===== src/rcm_pkg.sv =====
package rcm_pkg;

    localparam int CoordW = 15;
    localparam int DistW  = 10;
    localparam int LimW   = 5;

    typedef logic [CoordW-1:0] coord_t;

    typedef struct packed {
        coord_t x0;
        coord_t y0;
        coord_t x1;
        coord_t y1;
    } box_t;

    typedef enum logic [1:0] {
        REG_MERGE_DISTANCE = 2'd0,
        REG_LIST_LIMIT     = 2'd1
    } reg_idx_t;

    typedef enum logic [2:0] {
        ST_IDLE,
        ST_PLACE,
        ST_PASS,
        ST_EMIT
    } state_t;

    // Near test on 18-bit signed arithmetic.
    function automatic logic boxes_near(box_t p, box_t q, logic [DistW-1:0] d);
        logic signed [17:0] dd;
        dd = {8'd0, d};
        return ($signed({3'd0, p.x0}) - dd <= $signed({3'd0, q.x1})) &&
               ($signed({3'd0, p.x1}) + dd >= $signed({3'd0, q.x0})) &&
               ($signed({3'd0, p.y0}) - dd <= $signed({3'd0, q.y1})) &&
               ($signed({3'd0, p.y1}) + dd >= $signed({3'd0, q.y0}));
    endfunction

    function automatic box_t box_union(box_t p, box_t q);
        box_t r;
        r.x0 = (q.x0 < p.x0) ? q.x0 : p.x0;
        r.y0 = (q.y0 < p.y0) ? q.y0 : p.y0;
        r.x1 = (q.x1 > p.x1) ? q.x1 : p.x1;
        r.y1 = (q.y1 > p.y1) ? q.y1 : p.y1;
        return r;
    endfunction

endpackage


===== src/rcm_if.sv =====
interface rcm_in_if;
    import rcm_pkg::*;
    logic valid;
    logic ready;
    logic has_rect;
    logic [13:0] pos_x;
    logic [13:0] pos_y;
    logic [13:0] size_w;
    logic [13:0] size_h;
    logic last_in;
    modport source (output valid, has_rect, pos_x, pos_y, size_w, size_h, last_in,
                    input ready);
    modport sink (input valid, has_rect, pos_x, pos_y, size_w, size_h, last_in,
                  output ready);
endinterface

interface rcm_out_if;
    import rcm_pkg::*;
    logic valid;
    logic ready;
    coord_t box_x0;
    coord_t box_y0;
    coord_t box_x1;
    coord_t box_y1;
    logic no_box;
    logic last_out;
    modport source (output valid, box_x0, box_y0, box_x1, box_y1, no_box, last_out,
                    input ready);
    modport sink (input valid, box_x0, box_y0, box_x1, box_y1, no_box, last_out,
                  output ready);
endinterface


===== src/rcm_cell.sv =====
// One slot of the box list. A cell loads, unions, or takes its right
// neighbor's box when the list is compacted.
module rcm_cell
    import rcm_pkg::*;
(
    input  logic clk,
    input  logic load,
    input  box_t load_box,
    input  logic merge,
    input  box_t merge_box,
    input  logic shift,
    input  box_t right_box,
    output box_t box
);
    box_t box_reg;
    box_t box_next;

    always_comb
    begin
        box_next = box_reg;
        if (load)
            box_next = load_box;
        else if (merge)
            box_next = box_union(box_reg, merge_box);
        else if (shift)
            box_next = right_box;
    end

    always_ff @(posedge clk)
    begin
        box_reg <= box_next;
    end

    assign box = box_reg;
endmodule


===== src/rect_cluster_merge_unit.sv =====
// A request is taken only in idle. Placement scans one stored box per cycle, and
// each merge sweep walks the pairs of stored boxes; sweeps repeat until one makes
// no merge. On a last request the list is emitted at one box per cycle while
// ready is high. Throughput: one request at a time; the input waits until the
// previous request is placed, merged and, if last, emitted. Reset clears count
// and control and sets the merge distance and list limit to their defaults.
module rect_cluster_merge_unit
    import rcm_pkg::*;
#(
    parameter int MAX_BOXES = 16
)
(
    input  logic clk,
    input  logic rst_n,
    rcm_in_if.sink   in_ch,
    rcm_out_if.source out_ch,
    input  logic        cfg_we,
    input  logic [1:0]  cfg_index,
    input  logic [9:0]  cfg_data
);
    localparam int IdxW = (MAX_BOXES > 1) ? $clog2(MAX_BOXES) : 1;
    localparam int CntW = $clog2(MAX_BOXES + 1);

    logic [DistW-1:0] dist_reg;
    logic [LimW-1:0]  limit_reg;
    state_t state_reg, state_next;
    logic [CntW-1:0] count_reg, count_next;
    logic [IdxW-1:0] a_reg, a_next, b_reg, b_next;
    logic changed_reg, changed_next;
    logic last_reg, last_next;
    box_t nb_reg, nb_next;
    box_t cells [MAX_BOXES];

    logic [MAX_BOXES-1:0] ld, mg, sh;
    box_t ld_box, mg_box;

    genvar g;
    generate
        for (g = 0; g < MAX_BOXES; g++)
        begin : g_cell
            box_t rb;
            if (g == MAX_BOXES - 1) begin : g_end
                assign rb = cells[g];
            end else begin : g_mid
                assign rb = cells[g+1];
            end
            rcm_cell u_cell (
                .clk(clk), .load(ld[g]), .load_box(ld_box), .merge(mg[g]),
                .merge_box(mg_box), .shift(sh[g]), .right_box(rb), .box(cells[g])
            );
        end
    endgenerate

    // Effective limit clamped to [1, MAX_BOXES].
    logic [CntW:0] eff_limit;
    always_comb
    begin
        if (limit_reg == '0)
            eff_limit = (CntW+1)'(1);
        else if (32'(limit_reg) > 32'(MAX_BOXES))
            eff_limit = (CntW+1)'(MAX_BOXES);
        else
            eff_limit = (CntW+1)'(limit_reg);
    end

    box_t cell_a, cell_b;
    assign cell_a = cells[a_reg];
    assign cell_b = cells[b_reg];

    logic near_new, near_ab;
    assign near_new = boxes_near(nb_reg, cell_a, dist_reg);
    assign near_ab  = boxes_near(cell_a, cell_b, dist_reg);

    logic full;
    assign full = {1'b0, count_reg} >= eff_limit;

    always_ff @(posedge clk or negedge rst_n)
    begin
        if (!rst_n)
        begin
            dist_reg  <= DistW'(50);
            limit_reg <= LimW'(16);
        end
        else if (cfg_we)
        begin
            unique case (cfg_index)
                REG_MERGE_DISTANCE: dist_reg  <= cfg_data;
                REG_LIST_LIMIT:     limit_reg <= cfg_data[LimW-1:0];
                default: ;
            endcase
        end
    end

    // Next state and datapath control.
    always_comb
    begin
        state_next   = state_reg;
        count_next   = count_reg;
        a_next       = a_reg;
        b_next       = b_reg;
        changed_next = changed_reg;
        last_next    = last_reg;
        nb_next      = nb_reg;
        ld = '0; mg = '0; sh = '0;
        ld_box = nb_reg;
        mg_box = nb_reg;
        unique case (state_reg)
            ST_IDLE:
            begin
                if (in_ch.valid)
                begin
                    nb_next.x0 = {1'b0, in_ch.pos_x};
                    nb_next.y0 = {1'b0, in_ch.pos_y};
                    nb_next.x1 = {1'b0, in_ch.pos_x} + {1'b0, in_ch.size_w};
                    nb_next.y1 = {1'b0, in_ch.pos_y} + {1'b0, in_ch.size_h};
                    last_next  = in_ch.last_in;
                    a_next     = '0;
                    if (in_ch.has_rect)
                        state_next = ST_PLACE;
                    else if (in_ch.last_in)
                    begin
                        state_next = ST_PASS;
                        changed_next = 1'b0;
                        b_next = IdxW'(count_reg - 1'b1);
                    end
                end
            end
            ST_PLACE:
            begin
                if ({1'b0, a_reg} < CntW'(count_reg))
                begin
                    if (full || near_new)
                    begin
                        mg[a_reg] = 1'b1;
                        state_next = last_reg ? ST_PASS : ST_IDLE;
                        a_next = '0;
                        b_next = IdxW'(count_reg - 1'b1);
                        changed_next = 1'b0;
                    end
                    else
                        a_next = a_reg + 1'b1;
                end
                else
                begin
                    if (count_reg < CntW'(MAX_BOXES))
                    begin
                        ld[IdxW'(count_reg)] = 1'b1;
                        count_next = count_reg + 1'b1;
                        state_next = ST_PASS;
                        b_next = IdxW'(count_reg);
                    end
                    else
                        state_next = last_reg ? ST_PASS : ST_IDLE;
                    if (count_reg >= CntW'(MAX_BOXES))
                        b_next = IdxW'(count_reg - 1'b1);
                    a_next = '0;
                    changed_next = 1'b0;
                end
            end
            ST_PASS:
            begin
                // One (a, b) pair per cycle; a shifting merge also compacts.
                if ({1'b0, a_reg} + 1'b1 >= CntW'(count_reg) || count_reg == '0)
                begin
                    if (changed_reg)
                    begin
                        changed_next = 1'b0;
                        a_next = '0;
                        b_next = IdxW'(count_reg - 1'b1);
                    end
                    else if (last_reg)
                    begin
                        state_next = ST_EMIT;
                        a_next = '0;
                    end
                    else
                        state_next = ST_IDLE;
                end
                else if (b_reg > a_reg)
                begin
                    if (near_ab)
                    begin
                        mg_box = cell_b;
                        mg[a_reg] = 1'b1;
                        for (int k = 0; k < MAX_BOXES; k++)
                            if (IdxW'(k) >= b_reg)
                                sh[k] = 1'b1;
                        count_next = count_reg - 1'b1;
                        changed_next = 1'b1;
                    end
                    b_next = b_reg - 1'b1;
                end
                else
                begin
                    a_next = a_reg + 1'b1;
                    b_next = IdxW'(count_reg - 1'b1);
                end
            end
            ST_EMIT:
            begin
                if (out_ch.ready)
                begin
                    if (count_reg == '0 || {1'b0, a_reg} + 1'b1 >= CntW'(count_reg))
                    begin
                        state_next = ST_IDLE;
                        count_next = '0;
                    end
                    else
                        a_next = a_reg + 1'b1;
                end
            end
            default: state_next = ST_IDLE;
        endcase
    end

    always_ff @(posedge clk or negedge rst_n)
    begin
        if (!rst_n)
        begin
            state_reg   <= ST_IDLE;
            count_reg   <= '0;
            a_reg       <= '0;
            b_reg       <= '0;
            changed_reg <= 1'b0;
            last_reg    <= 1'b0;
        end
        else
        begin
            state_reg   <= state_next;
            count_reg   <= count_next;
            a_reg       <= a_next;
            b_reg       <= b_next;
            changed_reg <= changed_next;
            last_reg    <= last_next;
        end
    end

    always_ff @(posedge clk)
    begin
        nb_reg <= nb_next;
    end

    // Outputs.
    always_comb
    begin
        in_ch.ready     = (state_reg == ST_IDLE);
        out_ch.valid    = (state_reg == ST_EMIT);
        out_ch.no_box   = (count_reg == '0);
        out_ch.last_out = (count_reg == '0) || ({1'b0, a_reg} + 1'b1 >= CntW'(count_reg));
        out_ch.box_x0   = out_ch.no_box ? '0 : cell_a.x0;
        out_ch.box_y0   = out_ch.no_box ? '0 : cell_a.y0;
        out_ch.box_x1   = out_ch.no_box ? '0 : cell_a.x1;
        out_ch.box_y1   = out_ch.no_box ? '0 : cell_a.y1;
    end
endmodule


===== src/flat_wrapper.sv =====
// flat-port wrapper written by rule: the top's interface ports become plain ports
module rect_cluster_merge_unit_flat import rcm_pkg::*;
#(
    parameter int MAX_BOXES = 16
)
  (clk, rst_n, cfg_we, cfg_index, cfg_data, in_ch_valid, in_ch_has_rect, in_ch_pos_x, in_ch_pos_y, in_ch_size_w, in_ch_size_h, in_ch_last_in, in_ch_ready, out_ch_valid, out_ch_box_x0, out_ch_box_y0, out_ch_box_x1, out_ch_box_y1, out_ch_no_box, out_ch_last_out, out_ch_ready);
  rcm_in_if in_ch_i ();
  rcm_out_if out_ch_i ();
  input  logic clk;
  input  logic rst_n;
  input  logic cfg_we;
  input  logic [1:0] cfg_index;
  input  logic [9:0] cfg_data;
  input wire logic [$bits(in_ch_i.valid)-1:0] in_ch_valid;
  input wire logic [$bits(in_ch_i.has_rect)-1:0] in_ch_has_rect;
  input wire logic [$bits(in_ch_i.pos_x)-1:0] in_ch_pos_x;
  input wire logic [$bits(in_ch_i.pos_y)-1:0] in_ch_pos_y;
  input wire logic [$bits(in_ch_i.size_w)-1:0] in_ch_size_w;
  input wire logic [$bits(in_ch_i.size_h)-1:0] in_ch_size_h;
  input wire logic [$bits(in_ch_i.last_in)-1:0] in_ch_last_in;
  output wire logic [$bits(in_ch_i.ready)-1:0] in_ch_ready;
  output wire logic [$bits(out_ch_i.valid)-1:0] out_ch_valid;
  output wire logic [$bits(out_ch_i.box_x0)-1:0] out_ch_box_x0;
  output wire logic [$bits(out_ch_i.box_y0)-1:0] out_ch_box_y0;
  output wire logic [$bits(out_ch_i.box_x1)-1:0] out_ch_box_x1;
  output wire logic [$bits(out_ch_i.box_y1)-1:0] out_ch_box_y1;
  output wire logic [$bits(out_ch_i.no_box)-1:0] out_ch_no_box;
  output wire logic [$bits(out_ch_i.last_out)-1:0] out_ch_last_out;
  input wire logic [$bits(out_ch_i.ready)-1:0] out_ch_ready;
  assign in_ch_i.valid = in_ch_valid;
  assign in_ch_i.has_rect = in_ch_has_rect;
  assign in_ch_i.pos_x = in_ch_pos_x;
  assign in_ch_i.pos_y = in_ch_pos_y;
  assign in_ch_i.size_w = in_ch_size_w;
  assign in_ch_i.size_h = in_ch_size_h;
  assign in_ch_i.last_in = in_ch_last_in;
  assign in_ch_ready = in_ch_i.ready;
  assign out_ch_valid = out_ch_i.valid;
  assign out_ch_box_x0 = out_ch_i.box_x0;
  assign out_ch_box_y0 = out_ch_i.box_y0;
  assign out_ch_box_x1 = out_ch_i.box_x1;
  assign out_ch_box_y1 = out_ch_i.box_y1;
  assign out_ch_no_box = out_ch_i.no_box;
  assign out_ch_last_out = out_ch_i.last_out;
  assign out_ch_i.ready = out_ch_ready;
  rect_cluster_merge_unit #(.MAX_BOXES(MAX_BOXES)) u_core (.clk(clk), .rst_n(rst_n), .in_ch(in_ch_i), .out_ch(out_ch_i), .cfg_we(cfg_we), .cfg_index(cfg_index), .cfg_data(cfg_data));
endmodule

===== config.mk =====
export PLATFORM = sky130hd
export DESIGN_NAME = rect_cluster_merge_unit_flat
export DESIGN_NICKNAME = d
export VERILOG_FILES = /design/src/rcm_pkg.sv /design/src/rcm_if.sv /design/src/rcm_cell.sv /design/src/rect_cluster_merge_unit.sv /design/src/flat_wrapper.sv
export SDC_FILE = /design/constraint.sdc
export NUM_CORES = 2
export LEC_CHECK = 0
export BUFFER_PORTS_ARGS = -buffer_cell sky130_fd_sc_hd__buf_2
export CAP_MARGIN = 20
export CORE_MARGIN = 3
export CORE_UTILIZATION = 59
export CTS_CLUSTER_DIAMETER = 120
export DETAILED_ROUTE_END_ITERATION = 8
export PLACE_DENSITY = 0.75
export RECOVER_POWER = 25
export SLEW_MARGIN = 30
export SYNTH_ARGS = -nofsm -noshare
export SYNTH_HDL_FRONTEND = slang
export SYNTH_SLANG_ARGS = --single-unit

===== constraint.sdc =====
create_clock -name clk -period 15.7 [get_ports clk]
set_clock_uncertainty 0.1 [all_clocks]
set_input_delay 0.785 -clock clk [delete_from_list [all_inputs] [get_ports clk]]
set_output_delay 0.785 -clock clk [all_outputs]
set_load 0.02 [all_outputs]

# ---- Word level (Yosys, flattened, before mapping)
# Index checks and enable logic that the tools add are counted.
dict set report classes {
  muxes 210
  n_eq_ne 85
  n_addsub 15
  reduce_logical 109
  n_lt_le_gt_ge 100
  n_bitwise 2
}
# operator n
set ops {}
lappend ops {{60-bit 2-to-1 mux} 39}
lappend ops {{15-bit 2-to-1 mux} 72}
lappend ops {{59-bit 2-to-1 mux} 16}
lappend ops {{60-bit binary-select mux with 4-bit select} 2}
lappend ops {{15-bit > comparator} 32}
lappend ops {{15-bit less-than comparator} 32}
lappend ops {{3-bit by 2-bit inequality test with 1-bit output (second input constant)} 63}
lappend ops {{2-bit AND reduction} 67}
lappend ops {{16-bit 2-to-1 mux} 8}
lappend ops {{4-bit 2-to-1 mux} 19}
lappend ops {{18-bit by 16-bit greater-or-equal comparator with 1-bit output} 4}
lappend ops {{18-bit by 16-bit less-or-equal comparator with 1-bit output} 4}
lappend ops {{15-bit by 10-bit adder with 16-bit output} 4}
lappend ops {{3-bit nonzero test} 17}
lappend ops {{5-bit 2-to-1 mux} 9}
lappend ops {{16-bit one-hot mux with 2 select lines} 1}
lappend ops {{15-bit by 10-bit subtractor with 16-bit output} 2}
lappend ops {{14-bit by 14-bit adder with 15-bit output} 2}
lappend ops {{3-bit 2-to-1 mux} 10}
lappend ops {{14-bit by 10-bit subtractor with 15-bit output} 2}
lappend ops {{4-bit greater-or-equal comparator (first input constant)} 7}
lappend ops {{1-bit 2-to-1 mux} 25}
lappend ops {{7-bit AND reduction} 3}
lappend ops {{3-bit by 4-bit greater-or-equal comparator with 1-bit output (first input constant)} 4}
lappend ops {{other kinds (40)} 77}
dict set report totals {
  inputBits 75
  reg_bits 1051
  output_inout_bits 64
}

# ---- Longest topological paths before layout
dict set report depth {
  ltp_word 17
  mapped_depth 50
  depth_no_buf 39
}

# ---- Cells and area by module
# A second synthesis with hierarchy kept.
dict set report unflattened {
  hier_cells 10389
  area_unflattened_um2 99736.9
}
# mod seq_area_each_um2 instances cells_each area_each_um2
set by_module_without_submodules {}
lappend by_module_without_submodules {rcm_cell 1801.7 16 473 4481.8}
lappend by_module_without_submodules {rect_cluster_merge_unit 2547.4 1 2821 28028.1}

# ---- Worst setup path after synthesis
# OpenSTA, ideal clock, no wires.
dict set report synth_path {
  kind {flip-flop to flip-flop}
  from {reg u_core.a_reg[0]}
  to {reg u_core.g_cell[0].u_cell.box_reg, in the netlist u_core.g_cell[0].u_cell.box[15] (enable)}
  path_stages_with_launch 50
  required_time_ns 15.190
  setup_slack_ns 4.938
  period_less_slack_ns 10.762
  n_path_buf 11
  arrival_ns 10.252
  path_cell_list {dfrtp_1 > buf_6 > buf_6 > buf_4 > buf_2 > clkbuf_1 > buf_1 > buf_1 > mux4_2 > mux4_2 > inv_1 > ha_1 > fa_1 > nor2b_1 > o21ai_0 > a21boi_0 > o21ai_0 > a21boi_0 > [14 not listed] > buf_6 > buf_6 > nor2_1 > nor2_2 > buf_2 > inv_1 > ha_1 > nor2b_1 > o21a_1 > o21a_1 > o21a_1 > o21ai_0 > nand2b_1 > a21oi_1 > o21a_1 > o21ai_0 > o41ai_1 > a21boi_0}
}
dict set report synth_between {
  elab_chain_len 16
}
# item line
set synth_rtl {}
lappend synth_rtl {{from (decl)} rect_cluster_merge_unit.sv:28} ;# logic [IdxW-1:0] a_reg, a_next, b_reg, b_next;
lappend synth_rtl {{from (signal assigned)} rect_cluster_merge_unit.sv:231} ;# a_reg <= a_next;
lappend synth_rtl {{4-bit NOT with 5-bit output (implied by the code)} rect_cluster_merge_unit.sv:67} ;# assign cell_a = cells[a_reg];
lappend synth_rtl {{60-bit binary-select mux with 4-bit select} rect_cluster_merge_unit.sv:67}
lappend synth_rtl {{60-bit 2-to-1 mux (implied by the code) (2 in a row)} rect_cluster_merge_unit.sv:67}
lappend synth_rtl {{15-bit by 10-bit subtractor with 16-bit output or 15-bit by 10-bit adder with 16-bit output (tied branches)} {rcm_pkg.sv:32, rcm_pkg.sv:33}}
lappend synth_rtl {{18-bit by 16-bit less-or-equal comparator with 1-bit output or 18-bit by 16-bit greater-or-equal comparator with 1-bit output (tied branches)} {rcm_pkg.sv:32, rcm_pkg.sv:33}}
lappend synth_rtl {{1-bit logical AND} rcm_pkg.sv:32} ;# return ($signed({3'd0, p.x0}) - dd <= $signed({3'd0, q.x1})) &&
lappend synth_rtl {{1-bit logical AND} rcm_pkg.sv:33} ;# ($signed({3'd0, p.x1}) + dd >= $signed({3'd0, q.x0})) &&
lappend synth_rtl {{1-bit logical AND} rcm_pkg.sv:34} ;# ($signed({3'd0, p.y0}) - dd <= $signed({3'd0, q.y1})) &&
lappend synth_rtl {{60-bit 2-to-1 mux} rect_cluster_merge_unit.sv:181} ;# if (near_ab)
lappend synth_rtl {{60-bit 2-to-1 mux} rect_cluster_merge_unit.sv:179} ;# else if (b_reg > a_reg)
lappend synth_rtl {{60-bit 2-to-1 mux} rect_cluster_merge_unit.sv:163} ;# if ({1'b0, a_reg} + 1'b1 >= CntW'(count_reg) || count_reg == '0)
lappend synth_rtl {{60-bit 2-to-1 mux} rect_cluster_merge_unit.sv:107} ;# unique case (state_reg)
lappend synth_rtl {{15-bit > comparator} rcm_pkg.sv:42} ;# r.x1 = (q.x1 > p.x1) ? q.x1 : p.x1;
lappend synth_rtl {{3-bit by 2-bit inequality test with 1-bit output (no source line)} n/a}
lappend synth_rtl {{2-bit AND reduction (no source line) *} n/a}
lappend synth_rtl {{to (signal assigned)} rcm_cell.sv:31} ;# box_reg <= box_next;
lappend synth_rtl {{to (decl)} rcm_cell.sv:15} ;# box_t box_reg;
# Every way passes the cells marked *; elsewhere a longest branch is shown, timed or not. The select of a mux whose other input is x is not followed.
# A chain may end at the register's enable or synchronous reset.

# ---- Worst setup path after layout
dict set report layout_path {
  from {reg u_core.a_reg[1]}
  to {reg u_core.g_cell[8].u_cell.box_reg, in the netlist u_core.g_cell[8].u_cell.box[55] (enable)}
}
dict set report layout_between {
  elab_chain_len 16
}
# item line
set layout_rtl {}
lappend layout_rtl {{4-bit NOT with 5-bit output (implied by the code)} rect_cluster_merge_unit.sv:67}
lappend layout_rtl {{60-bit binary-select mux with 4-bit select} rect_cluster_merge_unit.sv:67}
lappend layout_rtl {{60-bit 2-to-1 mux (implied by the code) (2 in a row)} rect_cluster_merge_unit.sv:67}
lappend layout_rtl {{15-bit by 10-bit subtractor with 16-bit output or 15-bit by 10-bit adder with 16-bit output (tied branches)} {rcm_pkg.sv:32, rcm_pkg.sv:33}}
lappend layout_rtl {{18-bit by 16-bit less-or-equal comparator with 1-bit output or 18-bit by 16-bit greater-or-equal comparator with 1-bit output (tied branches)} {rcm_pkg.sv:32, rcm_pkg.sv:33}}
lappend layout_rtl {{1-bit logical AND} rcm_pkg.sv:32}
lappend layout_rtl {{1-bit logical AND} rcm_pkg.sv:33}
lappend layout_rtl {{1-bit logical AND} rcm_pkg.sv:34}
lappend layout_rtl {{60-bit 2-to-1 mux} rect_cluster_merge_unit.sv:181}
lappend layout_rtl {{60-bit 2-to-1 mux} rect_cluster_merge_unit.sv:179}
lappend layout_rtl {{60-bit 2-to-1 mux} rect_cluster_merge_unit.sv:163}
lappend layout_rtl {{60-bit 2-to-1 mux} rect_cluster_merge_unit.sv:107}
lappend layout_rtl {{15-bit less-than comparator} rcm_pkg.sv:40} ;# r.x0 = (q.x0 < p.x0) ? q.x0 : p.x0;
lappend layout_rtl {{3-bit by 2-bit inequality test with 1-bit output (no source line)} n/a}
lappend layout_rtl {{2-bit AND reduction (no source line) *} n/a}
lappend layout_rtl {{to (signal assigned)} rcm_cell.sv:31}
lappend layout_rtl {{to (decl)} rcm_cell.sv:15}
# Marks and branches as above.

==> qor.txt <==
Endpoints failing setup = 0
Count of unresolved DRC violations after routing = 0
Worst hold-check path type = input port to register
Data arrival time at the worst-slack endpoint = 14.21 ns
Std-Cell Rows = 150
Worst Reg-to-Reg Cells = 24
Initial Utilization = 0.597
Final Worst Setup Slack = 1.83 ns
Number of DRC violations after detailed-routing iteration 0 = 12287
Ratio of final minimum period to clock period = 0.883
Clock tree root driver cell = sky130_fd_sc_hd__clkbuf_16
Final-report max-slew violation count = 1500
Total congestion overflow after global routing = 0
Global-route wire length before repair = 580000 um
Crit Path Max Fanout = 42
Post-DR vias/cell = 7.04
Synth-to-layout area growth = 6.88%
Max FFs per register = 960
Core area = 0.168 sq mm
Post-route ant nets = 0
Vias in the first global route = 86084
Cells after Synth = 10451
Final critical path time including I/O delays and setup = 13.87 ns
Critical Path Most Common Cell = sky130_fd_sc_hd__clkbuf_1
Hold endpoint = u_core.ld_box[33]
Avg WL per Cell = 32.2 um
Chain of cells forming the critical path = clkbuf_1, clkbuf_1, mux4_2, mux4_2, ha_1, inv_1, a21oi_1, o21a_1, o21ai_0, nand2_1, nor2_1, xnor2_1, ha_1, nand3_1, nor2_1, a21oi_1, o32ai_1, nor3_4, buf_4, buf_4, o21ai_4, clkbuf_1, nor4_1, a21oi_4
Synthesized flop and latch total = 1050
Reported leakage power = 49.2 nW
Cell area power density = 143 mW/mm^2
Start-to-end type of the worst setup path = register to register
Pin count of the biggest net entering global routing = 112
Nature of the critical path startpoint = register
Number of stages on the worst hold path = 1
Violations in the final reports = max-capacitance violations, max-slew violations
Kind of cell adding the most delay to the critical path = buffers and inverters
Type of element capturing the critical path = register
Clock latency on the worst-skew pair = 0.83 ns
Reg-to-Reg Start = u_core.a_reg[1]
Fraction of final layout cells with drive strength greater than 1 = 0.0999
Clock buffers created by TritonCTS = 132
Overall track demand over capacity in global routing = 0.453
Number of port buffers = 138
Commonest cells after routing, fill and taps aside = 1191 x sky130_fd_sc_hd__ha_1, 1128 x sky130_fd_sc_hd__nand2_1, 1112 x sky130_fd_sc_hd__inv_1
Die area = 0.175 sq mm
Worst r2r dst = u_core.g_cell[8].u_cell.box[55]
Achievable frequency = 72.1 MHz
Count of flip-flops with a built-in enable after synthesis = 1018
Dpl hpwl = 298000 um
Setup slack at placement = 4.17 ns
Clock tree from TritonCTS = built
Die Width = 419 um
CTS-repair resized insts = 0
Wire length after detailed routing = 405000 um
Clock Sinks = 1050
Clock buffer depth = 3
Count of different cell masters after synthesis = 85
Detailed Routing Iterations Pass 1 = 7
Clock input transition at the sequential cells of the worst setup and hold paths = 0.06 ns
Tightest slew margin relative to the limit = -1.37
Most used DFF post-synth = sky130_fd_sc_hd__edfxtp_1
Yosys warns = 0
Stage delay of the slowest cell on the critical path = 2.36 ns
Max capacitance violation total = 47
Proportion of register bits with asynchronous set or reset after synthesis = 0.0305
Final hold vios = 0
Register-to-Register Setup Slack = 1.83 ns
Placer's final routability congestion estimate = 1.04
Maximum VDD drop = 0.000163 V
Worst Min Path Start = in_ch_pos_y[3]
Data required time of the critical path = 16.04 ns
Mapped cell area = 0.100 sq mm
Final sum of negative setup slack = 0 ns
Slowest library cell on the worst path = sky130_fd_sc_hd__clkbuf_1
Most common cell after layout, fill and taps aside = sky130_fd_sc_hd__ha_1
Via count = 88641
Post-Synthesis Net Count = 11727
Status = finished, violations left
Setup repair after global routing missed its margin = false
DIE HEIGHT = 419 um
Critical path buffers and inverters = 6
H-tree depth = 4
Final layout net count = 11551
Actual transition at the worst max-transition pin = 3.56 ns
Mean cell area of the mapped netlist = 9.61 sq um
I/O pin count = 139
Number of antenna violations at the first check in global routing = 18
Proportion of synthesized chip area in sequential cells = 0.312
==> repair_timing <==
item / in CTS / in global routing
buffers inserted: 0 / 0
hold buffers: 1 / 0
hold endpoints to repair: 28 / 0
==> worst max path at each step <==
stage	startpoint	endpoint	cells after the start
finish	u_core.a_reg[1]	u_core.g_cell[8].u_cell.box[55]	24
global route	u_core.a_reg[1]	u_core.g_cell[7].u_cell.box[42]	29
CTS	u_core.a_reg[0]	u_core.g_cell[1].u_cell.box[41]	37
detailed placement	u_core.a_reg[0]	u_core.g_cell[1].u_cell.box[35]	37
global placement	u_core.a_reg[0]	u_core.g_cell[1].u_cell.box[41]	37
floorplan	u_core.a_reg[0]	u_core.g_cell[0].u_cell.box[15]	49
==> synth_stat cells (121+ instances only) <==
cell / number / area [sq um]
sky130_fd_sc_hd__a21oi_1: 501 / 2510
sky130_fd_sc_hd__nand4_1: 184 / 1150
sky130_fd_sc_hd__nor2b_1: 158 / 988
sky130_fd_sc_hd__inv_1: 1116 / 4190
sky130_fd_sc_hd__clkbuf_1: 427 / 1600
sky130_fd_sc_hd__nand2_1: 1130 / 4240
sky130_fd_sc_hd__o21ai_0: 1045 / 5230
sky130_fd_sc_hd__o21ai_1: 121 / 606
sky130_fd_sc_hd__mux2i_1: 1019 / 10200
sky130_fd_sc_hd__a21o_1: 233 / 1750
sky130_fd_sc_hd__edfxtp_1: 1018 / 30600
sky130_fd_sc_hd__mux4_2: 404 / 9100
sky130_fd_sc_hd__nand2b_1: 139 / 870
sky130_fd_sc_hd__ha_1: 1191 / 14900
sky130_fd_sc_hd__nor2_1: 389 / 1460
==> worst reg2reg max path, cell delays in order, from the launching register on <==
cell and delay [ns]:
sky130_fd_sc_hd__dfrtp_4 0.94, sky130_fd_sc_hd__clkbuf_1 2.42, sky130_fd_sc_hd__clkbuf_1 1.42, sky130_fd_sc_hd__mux4_2 0.52
sky130_fd_sc_hd__mux4_2 0.59, sky130_fd_sc_hd__ha_1 0.39, sky130_fd_sc_hd__inv_1 0.09, sky130_fd_sc_hd__a21oi_1 0.06
sky130_fd_sc_hd__o21a_1 0.19, sky130_fd_sc_hd__o21ai_0 0.15, sky130_fd_sc_hd__nand2_1 0.13, sky130_fd_sc_hd__nor2_1 0.15
sky130_fd_sc_hd__xnor2_1 0.09, sky130_fd_sc_hd__ha_1 0.31, sky130_fd_sc_hd__nand3_1 0.09, sky130_fd_sc_hd__nor2_1 0.13
sky130_fd_sc_hd__a21oi_1 0.13, sky130_fd_sc_hd__o32ai_1 1.03, sky130_fd_sc_hd__nor3_4 0.06, sky130_fd_sc_hd__buf_4 0.35
sky130_fd_sc_hd__buf_4 0.38, sky130_fd_sc_hd__o21ai_4 0.29, sky130_fd_sc_hd__clkbuf_1 2.23, sky130_fd_sc_hd__nor4_1 0.54
sky130_fd_sc_hd__a21oi_4 0.72
==> through the flow <==
stage	utilization	cell area [sq um]	instances	power [mW]	hold slack (ns)
after floorplan	-	100000	10451	8.94	0.380
after global placement	0.613	103000	12322	11.8	0.397
after detailed placement	0.615	103000	12333	12.0	0.412
after CTS	0.639	108000	12565	15.0	0.00817
after global routing	0.638	107000	12576	16.0	0.0404
final	0.638	107000	12584	15.4	0.0512
==> logic make-up after synthesis <==
logic type / after synthesis / synth area share
compound gates: 2557 / 0.155
simple gates: 2265 / 0.102
buf+inv: 1818 / 0.0751
mux: 1448 / 0.195
fa+ha+maj: 1201 / 0.150
flops: 1050 / 0.312
xor+xnor: 112 / 0.00977
==> final cells by class <==
type                            instances  area [sq um]
Antenna cell                            8          20.0
Clock buffer                          170          3570
Clock inverter                         61           574
Fill cell                           13747         60800
Inverter                             1117          4200
Multi-Input combinational cell       7583         62200
Sequential cell                      1050         31400
Tap cell                             2204          2760
Timing Repair Buffer                  391          2610
==> per-layer routing <==
metal | vias to the layer above | share of wire | global-route usage | wire, um
met1 | 42573 | 0.34 | 0.533 | 139000
met4 | 19 | 0.093 | 0.346 | 37700
li1 | 37955 | - | - | -
met2 | 6347 | 0.44 | 0.698 | 178000
met3 | 1747 | 0.12 | 0.134 | 50500
met5 | - | 0.00048 | 0.00722 | 193
==> where the power goes <==
part / leakage, nW / internal (mW) / switching, mW / total, mW
Clock: 2.02 / 1.75 / 1.33 / 3.08
Combinational: 37.6 / 3.01 / 5.48 / 8.50
Sequential: 9.57 / 3.39 / 0.404 / 3.79
Total: 49.2 / 8.15 / 7.22 / 15.4
Power figures use the tool's default switching activity.
